--- config.mk ---
export PLATFORM = sky130hd
export DESIGN_NAME = peai_mul
export DESIGN_NICKNAME = d
export VERILOG_FILES = /design/src/pose_exact_arc_integrator_defines.svh /design/src/peai_pkg.sv /design/src/peai_mul.sv
export SDC_FILE = /design/constraint.sdc
export NUM_CORES = 2
export LEC_CHECK = 0
export BUFFER_PORTS_ARGS = -buffer_cell sky130_fd_sc_hd__buf_2
export CAP_MARGIN = 20
export CORE_ASPECT_RATIO = 0.7
export CORE_MARGIN = 2
export CORE_UTILIZATION = 30
export CTS_BUF_LIST = sky130_fd_sc_hd__clkbuf_16
export DETAILED_ROUTE_END_ITERATION = 6
export PLACE_DENSITY = 0.42
export SLEW_MARGIN = 15
export SYNTH_ARGS = -nofsm -noshare
export SYNTH_HDL_FRONTEND = slang
export SYNTH_SLANG_ARGS = --single-unit
--- constraint.sdc ---
create_clock -name clk -period 8.3 [get_ports clk]
set_clock_uncertainty 0.1 [all_clocks]
set_input_delay 0.83 -clock clk [delete_from_list [all_inputs] [get_ports clk]]
set_output_delay 0.83 -clock clk [all_outputs]
set_load 0.02 [all_outputs]
--- src/pose_exact_arc_integrator_defines.svh ---
// Assertion macros shared by the pose integrator RTL.
// Depends on nothing; included by modules that carry assertions.
`ifndef POSE_EXACT_ARC_INTEGRATOR_DEFINES_SVH
`define POSE_EXACT_ARC_INTEGRATOR_DEFINES_SVH
`ifndef SYNTHESIS
`define PEAI_ASSERT_IMP(label, clk, rst_n, ante, cons) \
  label: assert property (@(posedge clk) disable iff (!rst_n) (ante) |-> (cons)) \
    else $error("assertion failed");
`define PEAI_ASSERT_NXT(label, clk, rst_n, ante, cons) \
  label: assert property (@(posedge clk) disable iff (!rst_n) (ante) |=> (cons)) \
    else $error("assertion failed");
`else
`define PEAI_ASSERT_IMP(label, clk, rst_n, ante, cons)
`define PEAI_ASSERT_NXT(label, clk, rst_n, ante, cons)
`endif
`endif

--- src/peai_pkg.sv ---
// Package for the pose integrator: types, constants, CORDIC angle table.
// Depends on nothing.
`timescale 1ns / 1ps
package peai_pkg;
  localparam int CordicIters = 30;
  localparam logic signed [33:0] CordicGain = 34'sd652032874;
  localparam logic [31:0] InvTwoPi = 32'd683565276;

  typedef enum logic [3:0] {
    ST_IDLE, ST_HCORDIC, ST_ROT_M, ST_ROT_SUM, ST_ANGLE, ST_ACORDIC,
    ST_ARC_M, ST_ARC_SUM, ST_DIV, ST_LINE, ST_UPDATE, ST_OUT
  } state_t;

  typedef struct packed {
    logic start;
    logic [31:0] angle;
  } cordic_req_t;

  typedef struct packed {
    logic done;
    logic busy;
  } unit_stat_t;

  function automatic logic [31:0] atan_q(input logic [4:0] i);
    logic [31:0] r;
    begin
      case (i)
        5'd0: r = 32'd536870912; 5'd1: r = 32'd316933406; 5'd2: r = 32'd167458907;
        5'd3: r = 32'd85004756; 5'd4: r = 32'd42667331; 5'd5: r = 32'd21354465;
        5'd6: r = 32'd10679838; 5'd7: r = 32'd5340245; 5'd8: r = 32'd2670163;
        5'd9: r = 32'd1335087; 5'd10: r = 32'd667544; 5'd11: r = 32'd333772;
        5'd12: r = 32'd166886; 5'd13: r = 32'd83443; 5'd14: r = 32'd41722;
        5'd15: r = 32'd20861; 5'd16: r = 32'd10430; 5'd17: r = 32'd5215;
        5'd18: r = 32'd2608; 5'd19: r = 32'd1304; 5'd20: r = 32'd652;
        5'd21: r = 32'd326; 5'd22: r = 32'd163; 5'd23: r = 32'd81;
        5'd24: r = 32'd41; 5'd25: r = 32'd20; 5'd26: r = 32'd10;
        5'd27: r = 32'd5; 5'd28: r = 32'd3; 5'd29: r = 32'd1;
        default: r = 32'd0;
      endcase
      return r;
    end
  endfunction
endpackage

--- src/peai_mul.sv ---
// Registered 34x34 signed multiplier, shared by all product steps.
// Depends on peai_pkg.
`timescale 1ns / 1ps
module peai_mul (
  input  logic               clk,
  input  logic signed [33:0] a,
  input  logic signed [33:0] b,
  output logic signed [67:0] p
);
  import peai_pkg::*;
  logic signed [67:0] p_r;
  always_ff @(posedge clk) begin
    p_r <= a * b;
  end
  assign p = p_r;
endmodule

==> impl_metrics.csv <==
group,metric,value,unit
status,outcome,"finished clean",
logic_synthesis,yosysMostFrequentCell,"fa_1",
die,start_util,30.16,%
global_routing,grt_pass1_vias,33430,
logic_synthesis,ys_types,69,
sta,slew_violations,0,
logic_synthesis,synthTopCellsByCount,"fa_1 (1241), inv_1 (1231), and2_1 (621)",
sta,relSlewSlack,69.12,%
detailed_routing,first_iter_violations,2057,
logic_synthesis,async_reset_ff_share,0,%
global_routing,antenna_found_initial,12,
clock_network,cts_max_path_buffers,2,
clock_network,clkSinkCount,68,
placement,place_congestion,0.8653,
placement,hpwl,129900,microns
sta,tightestPinTransition,0.4633,ns
detailed_routing,drc,0,
logic_synthesis,netlist.area_leader.share,57.74,%
min_path,hold_depth,2,
worst_setup_path,cp-start-kind,"primary input",
worst_setup_path,crit_path_end_kind,"register",
logic_synthesis,yosys.area.top_type,"fa_1",
die,pin_count,137,
worst_setup_path,crit_arrival,8.28,ns
clock_network,cts_tree,"built",
sta,final_min_period_over_clock_period,97.41,%
sta,finalSetupViolCount,0,
logic_synthesis,synth_edf_count,0,
detailed_routing,drtPass1Iterations,5,
logic_synthesis,synth-seq-cells,68,
worst_setup_path,worst-setup-path-type,"primary input to register",
layout,largest_reg_flops,68,
worst_setup_path,critical_path.max_stage_delay,0.70,ns
layout,final_net_count,6499,
layout,areaGrowthSynthToFinish,16.52,%
clock_network,clk_pin_slew_worst_paths,0.08,ns
run,maxCapViolCount,0,
worst_setup_path,cp.required,8.49,ns
die,die-area,0.1465,sq mm
sta,hold_viol_final,0,
min_path,min-delay-path-class,"primary input to register",
logic_synthesis,yosysWarnings,0,
global_routing,grt_max_degree,23,
logic_synthesis,yosysSeqAreaShare,3.164,%
worst_setup_path,path_max_fanout,14,
placement,port_buffers,136,
detailed_routing,totalWireLength,143500,microns
die,dieWidth,456.7,microns
clock_network,numCtsBuffers,9,
die,row_count,116,
clock_network,htree_levels,3,
sta,period_minus_slack,8.085,ns
global_routing,grt_pass1_wl,222600,microns
worst_setup_path,slowest_stage,"fa_1",
detailed_routing,vias,30270,
logic_synthesis,syn_nets,6068,
logic_synthesis,synth_top_flop_cell,"dfxtp_1",
sta,max_freq,123.7,MHz
logic_synthesis,syn_avg_cell_area,9.448,sq um
logic_synthesis,syn_inst,4554,
detailed_routing,viasPerCell,4.400,
logic_synthesis,netlist_area,0.04303,sq mm
worst_setup_path,path_cells,"buf_2 > buf_12 > nand2_1 > fa_1 > fa_1 > inv_1 > fa_1 > fa_1 > fa_1 > fa_1 > fa_1 > fa_1 > ha_1 > buf_4 > nand4_1 > nor2b_4 > or4_1 > o21ai_4 > a31oi_2 > buf_6 > nor2_2 > o41ai_2 > xnor2_1",
global_routing,grt_use_total,20.57,%
layout,drive_gt1_share,14.81,%
clock_network,clockRootBuffer,"clkbuf_16",
worst_setup_path,crit_path_frequent_cell,"fa_1",
global_routing,overflow,0,
detailed_routing,final_antenna_net_count,0,
die,fp.coreArea,0.1427,sq mm
logic_synthesis,synth_area_leaders,"fa_1 (58%), inv_1 (11%), and2_1 (9.0%)",
die,die_h,320.9,microns
sta,worst_hold_slack,0.6909,ns
detailed_routing,wl_per_cell,20.86,microns
logic make-up after synthesis:
logic type | count (synthesis) | synth area share, %
DFF | 68 | 3.164
buffers and inverters | 1460 | 12.84
adders and majority gates | 1445 | 63.67
AOI/OAI and AO/OA | 206 | 3.347
and+or+nand+nor | 1296 | 15.37
xor gates and xnor gates | 79 | 1.608
final cells by class:
class                           count  area, sq um
Inverter                         1232         4624
Antenna cell                        1        2.502
Timing Repair Buffer              648         5081
Clock inverter                      7        82.58
Tap cell                         1888         2362
Multi-Input combinational cell   3026        36400
Sequential cell                    68         1361
Fill cell                       14760        92540
Clock buffer                        9        225.2
metal layers:
layer	GRT usage, %	part of all wire, %
met1	35.17	56
met2	25.05	35
met3	5.298	7.9
met4	2.828	1.2
met5	0.6547	0.12
cells in the final DEF, fill, tap and decap left out, types with 8 or more instances in the layout:
cell type,instances
a21oi_1,56
nand2b_1,20
fa_1,1225
dfxtp_1,68
nor2_1,53
ha_1,200
fa_2,16
a21o_1,36
xnor2_1,56
o21bai_1,12
and2_1,621
buf_12,35
nand2_1,541
inv_1,1230
clkbuf_4,21
o21ai_0,28
xor2_1,23
buf_4,474
nor2b_1,8
clkbuf_16,9
nand3_1,11
nand4_1,11
buf_2,108
critical path: cells and delay by family:
family	cells	cell delay, ns
AOI/OAI and AO/OA	3	0.48
and+or+nand+nor	5	1.19
adders and majority gates	9	4.70
buffers and inverters	5	0.90
xor gates and xnor gates	1	0.14
per-stage QoR:
stage,setup TNS (ns),cells,area [sq um],util (%),setup slack (ns)
after floorplan,0,4554,43030,-,0.09248
after global routing,-0.05235,6878,50130,35.14,-0.02911
after global placement,-6.174,6854,49380,34.61,-0.4774
after CTS,0,6870,49700,34.84,0.0002158
after detailed placement,-5.869,6854,49380,34.61,-0.4893
final,0,6879,50140,35.14,0.2152
path summary, 6_finish.rpt:
path   from  endpoint  slack (ns)
min    b[0]      p[0]        0.69
max   a[14]     p[65]        0.22
what timing repair did:
action	in CTS	in global routing
buffers inserted	0	9
hold buffers	0	0
gates resized for setup	4	96
endpoints found under the setup margin	4	20
pin swaps	0	29
Power is not shown: default switching activity piles up to over one toggle a cycle in this logic, so the estimate is an artifact.
