===== config.mk =====
export PLATFORM = sky130hd
export DESIGN_NAME = peai_divider
export DESIGN_NICKNAME = d
export VERILOG_FILES = /design/src/pose_exact_arc_integrator_defines.svh /design/src/peai_pkg.sv /design/src/peai_divider.sv
export SDC_FILE = /design/constraint.sdc
export NUM_CORES = 1
export LEC_CHECK = 0
export ABC_CLOCK_PERIOD_IN_PS = 8100
export BUFFER_PORTS_ARGS = -buffer_cell sky130_fd_sc_hd__buf_2
export CORE_MARGIN = 10
export CORE_UTILIZATION = 39
export CTS_BUF_LIST = sky130_fd_sc_hd__clkbuf_16
export DETAILED_ROUTE_END_ITERATION = 10
export GPL_ROUTABILITY_DRIVEN = 0
export PLACE_DENSITY = 0.65
export SYNTH_ARGS = -nofsm -noshare
export SYNTH_HDL_FRONTEND = slang
export SYNTH_SLANG_ARGS = --single-unit
export TNS_END_PERCENT = 10

===== constraint.sdc =====
create_clock -name clk -period 8.1 [get_ports clk]
set_input_delay 2.43 -clock clk [delete_from_list [all_inputs] [get_ports clk]]
set_output_delay 2.43 -clock clk [all_outputs]
set_load 0.01 [all_outputs]

===== src/pose_exact_arc_integrator_defines.svh =====
// Assertion macros shared by the pose integrator RTL.
// Depends on nothing; included by modules that carry assertions.
`ifndef POSE_EXACT_ARC_INTEGRATOR_DEFINES_SVH
`define POSE_EXACT_ARC_INTEGRATOR_DEFINES_SVH
`ifndef SYNTHESIS
`define PEAI_ASSERT_IMP(label, clk, rst_n, ante, cons) \
  label: assert property (@(posedge clk) disable iff (!rst_n) (ante) |-> (cons)) \
    else $error("assertion failed");
`define PEAI_ASSERT_NXT(label, clk, rst_n, ante, cons) \
  label: assert property (@(posedge clk) disable iff (!rst_n) (ante) |=> (cons)) \
    else $error("assertion failed");
`else
`define PEAI_ASSERT_IMP(label, clk, rst_n, ante, cons)
`define PEAI_ASSERT_NXT(label, clk, rst_n, ante, cons)
`endif
`endif


===== src/peai_pkg.sv =====
// Package for the pose integrator: types, constants, CORDIC angle table.
// Depends on nothing.
`timescale 1ns / 1ps
package peai_pkg;
  localparam int CordicIters = 30;
  localparam logic signed [33:0] CordicGain = 34'sd652032874;
  localparam logic [31:0] InvTwoPi = 32'd683565276;

  typedef enum logic [3:0] {
    ST_IDLE, ST_HCORDIC, ST_ROT_M, ST_ROT_SUM, ST_ANGLE, ST_ACORDIC,
    ST_ARC_M, ST_ARC_SUM, ST_DIV, ST_LINE, ST_UPDATE, ST_OUT
  } state_t;

  typedef struct packed {
    logic start;
    logic [31:0] angle;
  } cordic_req_t;

  typedef struct packed {
    logic done;
    logic busy;
  } unit_stat_t;

  function automatic logic [31:0] atan_q(input logic [4:0] i);
    logic [31:0] r;
    begin
      case (i)
        5'd0: r = 32'd536870912; 5'd1: r = 32'd316933406; 5'd2: r = 32'd167458907;
        5'd3: r = 32'd85004756; 5'd4: r = 32'd42667331; 5'd5: r = 32'd21354465;
        5'd6: r = 32'd10679838; 5'd7: r = 32'd5340245; 5'd8: r = 32'd2670163;
        5'd9: r = 32'd1335087; 5'd10: r = 32'd667544; 5'd11: r = 32'd333772;
        5'd12: r = 32'd166886; 5'd13: r = 32'd83443; 5'd14: r = 32'd41722;
        5'd15: r = 32'd20861; 5'd16: r = 32'd10430; 5'd17: r = 32'd5215;
        5'd18: r = 32'd2608; 5'd19: r = 32'd1304; 5'd20: r = 32'd652;
        5'd21: r = 32'd326; 5'd22: r = 32'd163; 5'd23: r = 32'd81;
        5'd24: r = 32'd41; 5'd25: r = 32'd20; 5'd26: r = 32'd10;
        5'd27: r = 32'd5; 5'd28: r = 32'd3; 5'd29: r = 32'd1;
        default: r = 32'd0;
      endcase
      return r;
    end
  endfunction
endpackage


===== src/peai_divider.sv =====
// Restoring divider: signed 64-bit dividend by signed 40-bit divisor, one
// quotient bit per cycle, quotient truncated toward zero. Depends on peai_pkg.
`timescale 1ns / 1ps
module peai_divider (
  input  logic                 clk,
  input  logic                 rst_n,
  input  logic                 start,
  input  logic signed [63:0]   num,
  input  logic signed [39:0]   den,
  output peai_pkg::unit_stat_t stat,
  output logic signed [63:0]   quo
);
  import peai_pkg::*;

  logic [63:0] q_r, q_nxt;
  logic [39:0] rem_r, rem_nxt, d_r, d_nxt;
  logic [40:0] trial;
  logic [5:0] cnt_r, cnt_nxt;
  logic busy_r, busy_nxt, done_r, done_nxt, sgn_r, sgn_nxt;

  assign trial = {rem_r, q_r[63]} - {1'b0, d_r};

  // shift-subtract step
  always_comb begin
    q_nxt = q_r; rem_nxt = rem_r; d_nxt = d_r; cnt_nxt = cnt_r;
    busy_nxt = busy_r; done_nxt = 1'b0; sgn_nxt = sgn_r;
    if (start) begin
      q_nxt = num[63] ? 64'(-num) : num;
      d_nxt = den[39] ? 40'(-den) : den;
      rem_nxt = '0; cnt_nxt = '0; busy_nxt = 1'b1;
      sgn_nxt = num[63] ^ den[39];
    end else if (busy_r) begin
      if (!trial[40]) begin
        rem_nxt = trial[39:0]; q_nxt = {q_r[62:0], 1'b1};
      end else begin
        rem_nxt = {rem_r[38:0], q_r[63]}; q_nxt = {q_r[62:0], 1'b0};
      end
      cnt_nxt = cnt_r + 6'd1;
      if (cnt_r == 6'd63) begin
        busy_nxt = 1'b0; done_nxt = 1'b1;
      end
    end
  end

  always_ff @(posedge clk) begin
    if (!rst_n) begin
      busy_r <= 1'b0; done_r <= 1'b0;
    end else begin
      busy_r <= busy_nxt; done_r <= done_nxt;
    end
    q_r <= q_nxt; rem_r <= rem_nxt; d_r <= d_nxt; cnt_r <= cnt_nxt; sgn_r <= sgn_nxt;
  end

  assign stat.done = done_r;
  assign stat.busy = busy_r;
  assign quo = sgn_r ? -$signed(q_r) : $signed(q_r);
endmodule


==> results of run 1 <==
[metal layers]
| metal | wire length (um) | global-route usage | up-vias |
|---|---|---|---|
| met1 | 15900 | 0.235 | 5069 |
| li1 | - | - | 5431 |
| met5 | 0 | 0 | - |
| met4 | 440 | 0.0441 | 0 |
| met2 | 14500 | 0.254 | 411 |
| met3 | 2380 | 0.0334 | 29 |
[worst reg2reg max path: cells and delay by family (launching register included)]
| family | cells | cell delay, ns |
|---|---|---|
| AND/OR/NAND/NOR | 4 | 1.42 |
| multiplexers | 1 | 0.28 |
| buffers and inverters | 2 | 0.51 |
| flip-flops | 1 | 0.32 |
| adder cells (fa/ha/maj) | 1 | 0.48 |
| AO/OA/AOI/OAI | 3 | 1.27 |
[worst min-delay path by stage]
stage | from | endpoint | slack, ns | cells past startpoint
after floorplan | cnt_r[5] | cnt_r[5] | 0.45 | 2
after global placement | cnt_r[5] | cnt_r[5] | 0.47 | 2
after detailed placement | cnt_r[5] | cnt_r[5] | 0.49 | 2
after CTS | cnt_r[5] | cnt_r[5] | 0.50 | 2
after global routing | cnt_r[5] | cnt_r[5] | 0.52 | 2
final | cnt_r[5] | cnt_r[5] | 0.49 | 2
[layout make-up]
| cell class | count | share of cell area |
|---|---|---|
| clock buffer | 17 | 0.0311 |
| timing repair buffer | 179 | 0.0672 |
| multi-input combinational | 1116 | 0.534 |
| sequential | 153 | 0.301 |
| inverter | 65 | 0.0178 |
| clock inverter | 15 | 0.0135 |
| tap | 396 | 0.0362 |
[per-stage QoR]
step	setup WS [ns]	instances	area, um^2
floorplan	2.64	1407	11900
global placement	2.18	1909	13100
detailed placement	2.14	1909	13100
CTS	1.78	1941	13700
global route	1.60	1941	13700
finish	1.72	1941	13700
[report_power, final]
group	leakage (nW)	switching (mW)	internal, mW
combinational	3.38	0.474	0.317
sequential	1.43	0.0704	0.931
clock	0.307	0.326	0.512
[flip-flops by register name, indices dropped and copies added, names as in the netlist]
signal / cells
q_r: 64
busy_r: 1
cnt_r: 6
rem_r: 40
sgn_r: 1
done_r: 1
d_r: 40
[cells in the final DEF (no fill, tap or decap), types with 19 or more instances in the layout]
| cell | n |
|---|---|
| o21ai_0 | 82 |
| a21oi_1 | 105 |
| o31ai_1 | 46 |
| a211oi_1 | 19 |
| nor2_1 | 132 |
| edfxtp_1 | 105 |
| a311oi_1 | 22 |
| xnor2_1 | 115 |
| xor2_1 | 80 |
| buf_2 | 171 |
| ha_1 | 44 |
| nand2_1 | 138 |
| or4_1 | 26 |
| o41ai_1 | 28 |
| inv_1 | 68 |
| nand3_1 | 24 |
| or3_1 | 31 |
| nor3_1 | 30 |
| dfxtp_1 | 47 |
[cells in the mapped netlist, types with 16 or more instances]
| master | number | area share |
|---|---|---|
| xor2_1 | 80 | 0.059 |
| o21ai_0 | 82 | 0.034 |
| dfxtp_1 | 48 | 0.080 |
| nor3_1 | 30 | 0.013 |
| a211oi_1 | 19 | 0.012 |
| nor4_1 | 16 | 0.0084 |
| nand4_1 | 17 | 0.0089 |
| nand3_1 | 24 | 0.010 |
| o41ai_1 | 28 | 0.021 |
| or4_1 | 26 | 0.016 |
| ha_1 | 44 | 0.046 |
| a311oi_1 | 22 | 0.016 |
| nand2_1 | 139 | 0.044 |
| o31ai_1 | 46 | 0.029 |
| clkbuf_1 | 61 | 0.019 |
| inv_1 | 65 | 0.020 |
| nor2_1 | 132 | 0.041 |
| or3_1 | 31 | 0.016 |
| a21oi_1 | 105 | 0.044 |
| xnor2_1 | 115 | 0.084 |
| edfxtp_1 | 105 | 0.26 |
[logic make-up (layout without fill, tap and decap cells)]
logic type | after synthesis | count (layout) | synth area share
simple gates | 485 | 485 | 0.200
fa+ha+maj | 45 | 45 | 0.0477
buf+inv | 138 | 276 | 0.0445
mux | 23 | 23 | 0.0201
xor+xnor | 195 | 195 | 0.143
flops | 153 | 153 | 0.344
compound gates | 368 | 368 | 0.201
==> results.md, run 1 <==
- Run status: complete, no violations
- Lkg Pwr: 5.11 nW
- Die Height: 195 um
- Worst-path cell chain: or3_1, or4_1, nand2b_1, nor2_1, nand4_1, or3_1, o41ai_1, xnor2_1, buf_2
- Min-Delay Path Class: reg2reg
- Global-route total usage across every layer: 0.167
- Max stage delay on crit path: 0.50 ns
- Wire length of the first global-routing pass: 52900 um
- Post-route worst hold slack: 0.495 ns
- Top cell family by delay on the critical path: simple AND/OR/NAND/NOR gates
- Number of storage elements in the synthesis netlist: 153
- Fraction of final layout cells with drive strength greater than 1: 0.159
- Min Tclk post-route: 6.38 ns
- Maximum number of buffers from clock root to sink: 2
- Endpoint of the most critical register-to-register path: rem_r[36]
- Worst setup startpoint: q_r[5]
- Worst relative slew slack: 0.293
- CP dominant cell by count: or3_1
- Initial core utilization: 0.393
- Portion of the clock cycle consumed by the worst path in the final layout: 0.787
- Total of endpoints with negative setup slack in the final report: 0
- Number of hold violations in the final report: 0
- Clock Latency Late Sink: 0.42 ns
- Sequential cell area fraction in the yosys report: 0.344
- Num CTS Buffers: 17
- Wire length per cell: 17.1 um
- Layout overhead on the synthesized area: 14.6%
- CP endpoint kind: output pin
- Maximum number of pins on one net before global-route repair: 86
- Average size of a mapped cell: 8.49 um^2
- DR DRC count: 0
- Combined buffer and inverter count along the critical path: 1
- CTS HTree Levels: 4
- Worst-path maximum fanout: 7
- Total of buffers placed on input and output ports: 172
- Number of cell rows: 64
- Area occupied by multi-input gates: 0.00731 mm^2
- # IOs: 173
- Highest achievable clock rate: 0.157 GHz
- Die Footprint: 0.0380 mm^2
- Sum of overflow across all layers after global routing: 0
- Number of antenna violations at the first check in global routing: 0
- Drt first pass iters: 5
- Reg clk slew, reported paths: 0.06 ns
- Path type of the worst setup path: reg2out
- Crit Reg-Reg Startpoint: d_r[33]
- Via count: 10900
- Yosys warnings: 0
- Number of distinct library cells after synthesis: 64
- Critical path depth: 9
- Slowest-stage cell, CP: or4_1
- VDD IR-drop max: 0.129 mV
- Clock tree from TritonCTS: done
- Die width: 195 um
- Main flop type after synthesis: edfxtp_1
- Max-capacitance violation count: 0
- Destination of the critical timing path: quo[60]
- Mean number of vias per cell: 5.64
- Data arrival time of the critical path: 3.95 ns
- Vias in the first global route: 10200
- Synthesized instance count: 1407
- Number of nets with antenna violations after detailed routing: 0
- Sum of net half-perimeters after detailed placement: 25300 um
- Net count after synthesis: 1559
- Unrepaired setup endpoints after global routing: false
- Count of flip-flops with a built-in enable after synthesis: 105
- Power consumption: 2.63 mW
- Cell chosen for the clock root: clkbuf_16
- R2r setup slk: 3.75 ns
- Initial DRC count: 967
- Clk sink count: 153
- Post_cts resized: 0
- Postcts setup bufs: 0
- Total Neg Setup Slack: 0 ns
- Startpoint kind of the worst setup timing path: flop
- Final Skew: 0.0132 ns
- Flip-flop and latch area: 0.00412 mm^2
- Core area: 0.0304 mm^2
- Total wire length after detailed routing: 33200 um
- Cts-stage hold buffer count: 0
- Power density of the placed cells: 192 mW/mm^2
- Number of antenna repair diodes: 0
- Share of the core filled with cells: 0.450
- Nets@finish: 1684
- Data required time at the worst endpoint: 5.67 ns
- Fraction of registers with async set/reset: 0
- Worst reg2reg path depth: 11
- Slew at the pin closest to its max-slew limit: 1.06 ns
- Final count of pins violating max slew: 0
- Post-synthesis instance area: 0.0119 mm^2
- Fill cell count: 2997
Note: power is estimated with default switching activity, not from simulation.
==> run 2: changes to the inputs <==
--- a/config.mk
+++ b/config.mk
@@ -5,14 +5,15 @@
 export SDC_FILE = /design/constraint.sdc
 export NUM_CORES = 1
 export LEC_CHECK = 0
-export ABC_CLOCK_PERIOD_IN_PS = 8100
+export ABC_AREA = 1
+export ABC_CLOCK_PERIOD_IN_PS = 6130
 export BUFFER_PORTS_ARGS = -buffer_cell sky130_fd_sc_hd__buf_2
 export CORE_MARGIN = 10
 export CORE_UTILIZATION = 39
 export CTS_BUF_LIST = sky130_fd_sc_hd__clkbuf_16
 export DETAILED_ROUTE_END_ITERATION = 10
 export GPL_ROUTABILITY_DRIVEN = 0
-export PLACE_DENSITY = 0.65
+export PLACE_DENSITY = 0.64
 export SYNTH_ARGS = -nofsm -noshare
 export SYNTH_HDL_FRONTEND = slang
 export SYNTH_SLANG_ARGS = --single-unit
==> constraint.sdc (replaced) <==
create_clock -name clk -period 6.13 [get_ports clk]
set_input_delay 1.839 -clock clk [delete_from_list [all_inputs] [get_ports clk]]
set_output_delay 1.839 -clock clk [all_outputs]
set_load 0.01 [all_outputs]
==> run 2 against run 1 <==
Effect of this change:
- count of clock-buffer cells in the layout unchanged
- clock skew decreased by 0.0018 ns
- critical path depth grew 4
- die area is 17% higher
- combinational power up 6.8%
- worst setup slack worse by 0.34 ns
- sequential power grew 27%
- sequential share of layout area fell by 4.5 points
- register-to-register slack worse by 0.55 ns
- core utilization down 0.072 points
- routed wire length is 40% higher
- critical path type unchanged
- critical endpoint unchanged
- highest routed layer unchanged
==> results.md, run 2 <==
- Wire length of the first global-routing pass: 73000 um
- Crit Reg-Reg Startpoint: q_r[63]
- Reg clk slew, reported paths: 0.06 ns
- Final cell count without fillers: 2885
- Seq pwr share: 0.391
- Core area: 0.0358 mm^2
- Biggest regs: q_r: 64 flops, d_r: 40 flops, rem_r: 40 flops
- Leading post-synthesis cells by instance count: nand2_1 (696), inv_1 (353), nor2_1 (286)
- Synthesized instance count: 2266
- Yosys warnings: 0
- Fraction of final layout cells with drive strength greater than 1: 0.104
- Initial DRC count: 1170
- Net count after synthesis: 2418
- Layout overhead on the synthesized area: 13.1%
- Portion of the clock cycle consumed by the worst path in the final layout: 0.774
- Cells after DPL: 2853
- Vias in the first global route: 14200
- Power consumption: 3.25 mW
- Fraction of registers with async set/reset: 0
- Number of hold violations in the final report: 0
- Power density of the placed cells: 202 mW/mm^2
- Die Footprint: 0.0445 mm^2
- VDD IR-drop max: 0.160 mV
- Maximum number of buffers from clock root to sink: 2
- Commonest cells after routing, fill and taps aside: nand2_1 (696), inv_1 (351), nor2_1 (285)
- Mean number of vias per cell: 5.12
- Psw: 1.08 mW
- Number of distinct library cells after synthesis: 48
- Cts-stage hold buffer count: 0
- Run status: complete, no violations
- Total wire length after detailed routing: 46400 um
- Total placed instance area: 0.0155 mm^2
- Cell types with the largest area share after synthesis: edfxtp_1 (22%), nand2_1 (18%), inv_1 (9.3%), nor2_1 (7.5%), xor2_1 (6.8%)
- Number of storage elements in the synthesis netlist: 153
- Die width: 211 um
- Number of cell rows: 69
- Number of flip-flops under the largest register name: 64
- Global-route total usage across every layer: 0.204
- Clk sink count: 153
- Slew at the pin closest to its max-slew limit: 1.03 ns
- Data required time at the worst endpoint: 4.29 ns
- Min Tclk post-route: 4.74 ns
- Wire length per cell: 16.1 um
- Via count: 14800
- Number of nets with antenna violations after detailed routing: 0
- Register ranked first by flip-flop count: q_r
- Highest achievable clock rate: 0.211 GHz
- Cell taking the most area after synthesis: edfxtp_1
- Drt first pass iters: 7
- Post-route worst hold slack: 0.473 ns
- CP endpoint kind: output pin
- DR DRC count: 0
- Most frequent cell after synthesis: nand2_1
- Proportion of netlist area held by the largest area contributor: 0.221
- Internal Dissipation: 2.17 mW
- Endpoint of the most critical register-to-register path: q_r[0]
- Relative contribution of the clock network to total power: 0.349
- Most common library cell in the layout ignoring fill and taps: nand2_1
- Final count of pins violating max slew: 0
- Startpoint kind of the worst setup timing path: flop
- Total of buffers placed on input and output ports: 172
- Path type of the worst setup path: reg2out
- Num CTS Buffers: 17
- Unrepaired setup endpoints after global routing: false
- Switching power share of the total: 0.334
- Worst-path maximum fanout: 5
- Max-capacitance violation count: 0
- Total Neg Setup Slack: 0 ns
- Worst relative slew slack: 0.313
- Lkg Pwr: 7.84 nW
- Worst setup startpoint: q_r[1]
- Number of antenna repair diodes: 0
- Final Skew: 0.0113 ns
- R2r setup slk: 3.20 ns
- CTS HTree Levels: 4
- Average size of a mapped cell: 6.28 um^2
- Clock Latency Late Sink: 0.43 ns
- Postcts setup bufs: 0
- Worst hold stages: 2
- Count of flip-flops with a built-in enable after synthesis: 105
- Startpoint of the tightest hold check path: rem_r[27]
- Nets@finish: 2563
- Cell chosen for the clock root: clkbuf_16
- # IOs: 173
- Post-synthesis instance area: 0.0142 mm^2
- Post_cts resized: 0
- Worst reg2reg path depth: 15
- Main flop type after synthesis: edfxtp_1
- Maximum number of pins on one net before global-route repair: 78
- Sum of overflow across all layers after global routing: 0
- Clock tree from TritonCTS: done
- Min-Delay Path Class: reg2reg
- Sequential cell area fraction in the yosys report: 0.289
- WHS Endpoint: rem_r[27]
- Initial core utilization: 0.397
- Share of total power in combinational logic: 0.260
- Sum of net half-perimeters after detailed placement: 37500 um
- Data arrival time of the critical path: 2.90 ns
- Total of endpoints with negative setup slack in the final report: 0
- Number of antenna violations at the first check in global routing: 1
- Die Height: 211 um
- Summed area of non-filler cells in the final layout: 0.0161 mm^2
## run 2: changes by cell type after synthesis, moves of 28 or more
| cell | delta |
|---|---|
| a21oi_1 | -56 |
| o31ai_1 | -42 |
| nor2_1 | +154 |
| o21ai_0 | +32 |
| xnor2_1 | -68 |
| nand3_1 | +143 |
| xor2_1 | +30 |
| o41ai_1 | -28 |
| or3_1 | -31 |
| inv_1 | +288 |
| nand4_1 | +32 |
| nand2_1 | +557 |
## run 2: kinds of logic (layout without fill, tap and decap cells)
group,after synthesis,after routing,share of synthesized area
flip-flops,153,153,0.289
AND/OR/NAND/NOR,1283,1283,0.378
XOR/XNOR,157,157,0.0966
AO/OA/AOI/OAI,216,216,0.0827
buffers and inverters,412,570,0.113
adder cells (fa/ha/maj),45,45,0.0401
## run 2: stage by stage
step | setup slack (ns) | util
after global routing | 1.09 | 0.449
after floorplan | 2.24 | -
after detailed placement | 1.80 | 0.432
after global placement | 1.87 | 0.432
after CTS | 1.34 | 0.449
final | 1.39 | 0.449
## run 2: power by group through the flow
| stage | clock network (mW) | registers, mW | logic, mW |
|---|---|---|---|
| floorplan | 0 | 1.27 | 0.512 |
| global placement | 0 | 1.29 | 0.830 |
| detailed placement | 0 | 1.29 | 0.835 |
| CTS | 1.15 | 1.27 | 0.840 |
| global route | 1.19 | 1.28 | 0.927 |
| finish | 1.14 | 1.27 | 0.846 |
## run 2: final cells by class
class,instances,area [um^2]
sequential,153,4110
inverter,359,1350
timing repair buffer,179,916
clock buffer,17,425
multi-input combinational,1701,8520
clock inverter,15,198
tap,461,577
fill,3754,19700
## run 2: layer usage
metal | GRT usage | wire, um
met1 | 0.246 | 19400
met3 | 0.0310 | 2920
met2 | 0.356 | 22400
met4 | 0.0817 | 1660
met5 | 0 | 0
## run 2: worst max-delay path: stages, from the launching register on
cell and delay (ns):
edfxtp_1 0.39, inv_1 0.13, ha_1 0.21, nand3_1 0.16, nor2_2 0.18, nand2_2 0.09
nor2_1 0.15, nand3_1 0.16, nand2_1 0.14, o21ai_1 0.17, nor2_1 0.22, o21ai_1 0.11
xor2_1 0.18, buf_2 0.17
## run 2: worst max-delay path by stage
stage                     cells past startpoint      end  slack, ns
after detailed placement                     13  quo[60]       1.80
after global routing                         13  quo[60]       1.09
after floorplan                               3   q_r[0]       2.24
final                                        13  quo[60]       1.39
after global placement                       13  quo[60]       1.87
after CTS                                    13  quo[60]       1.34
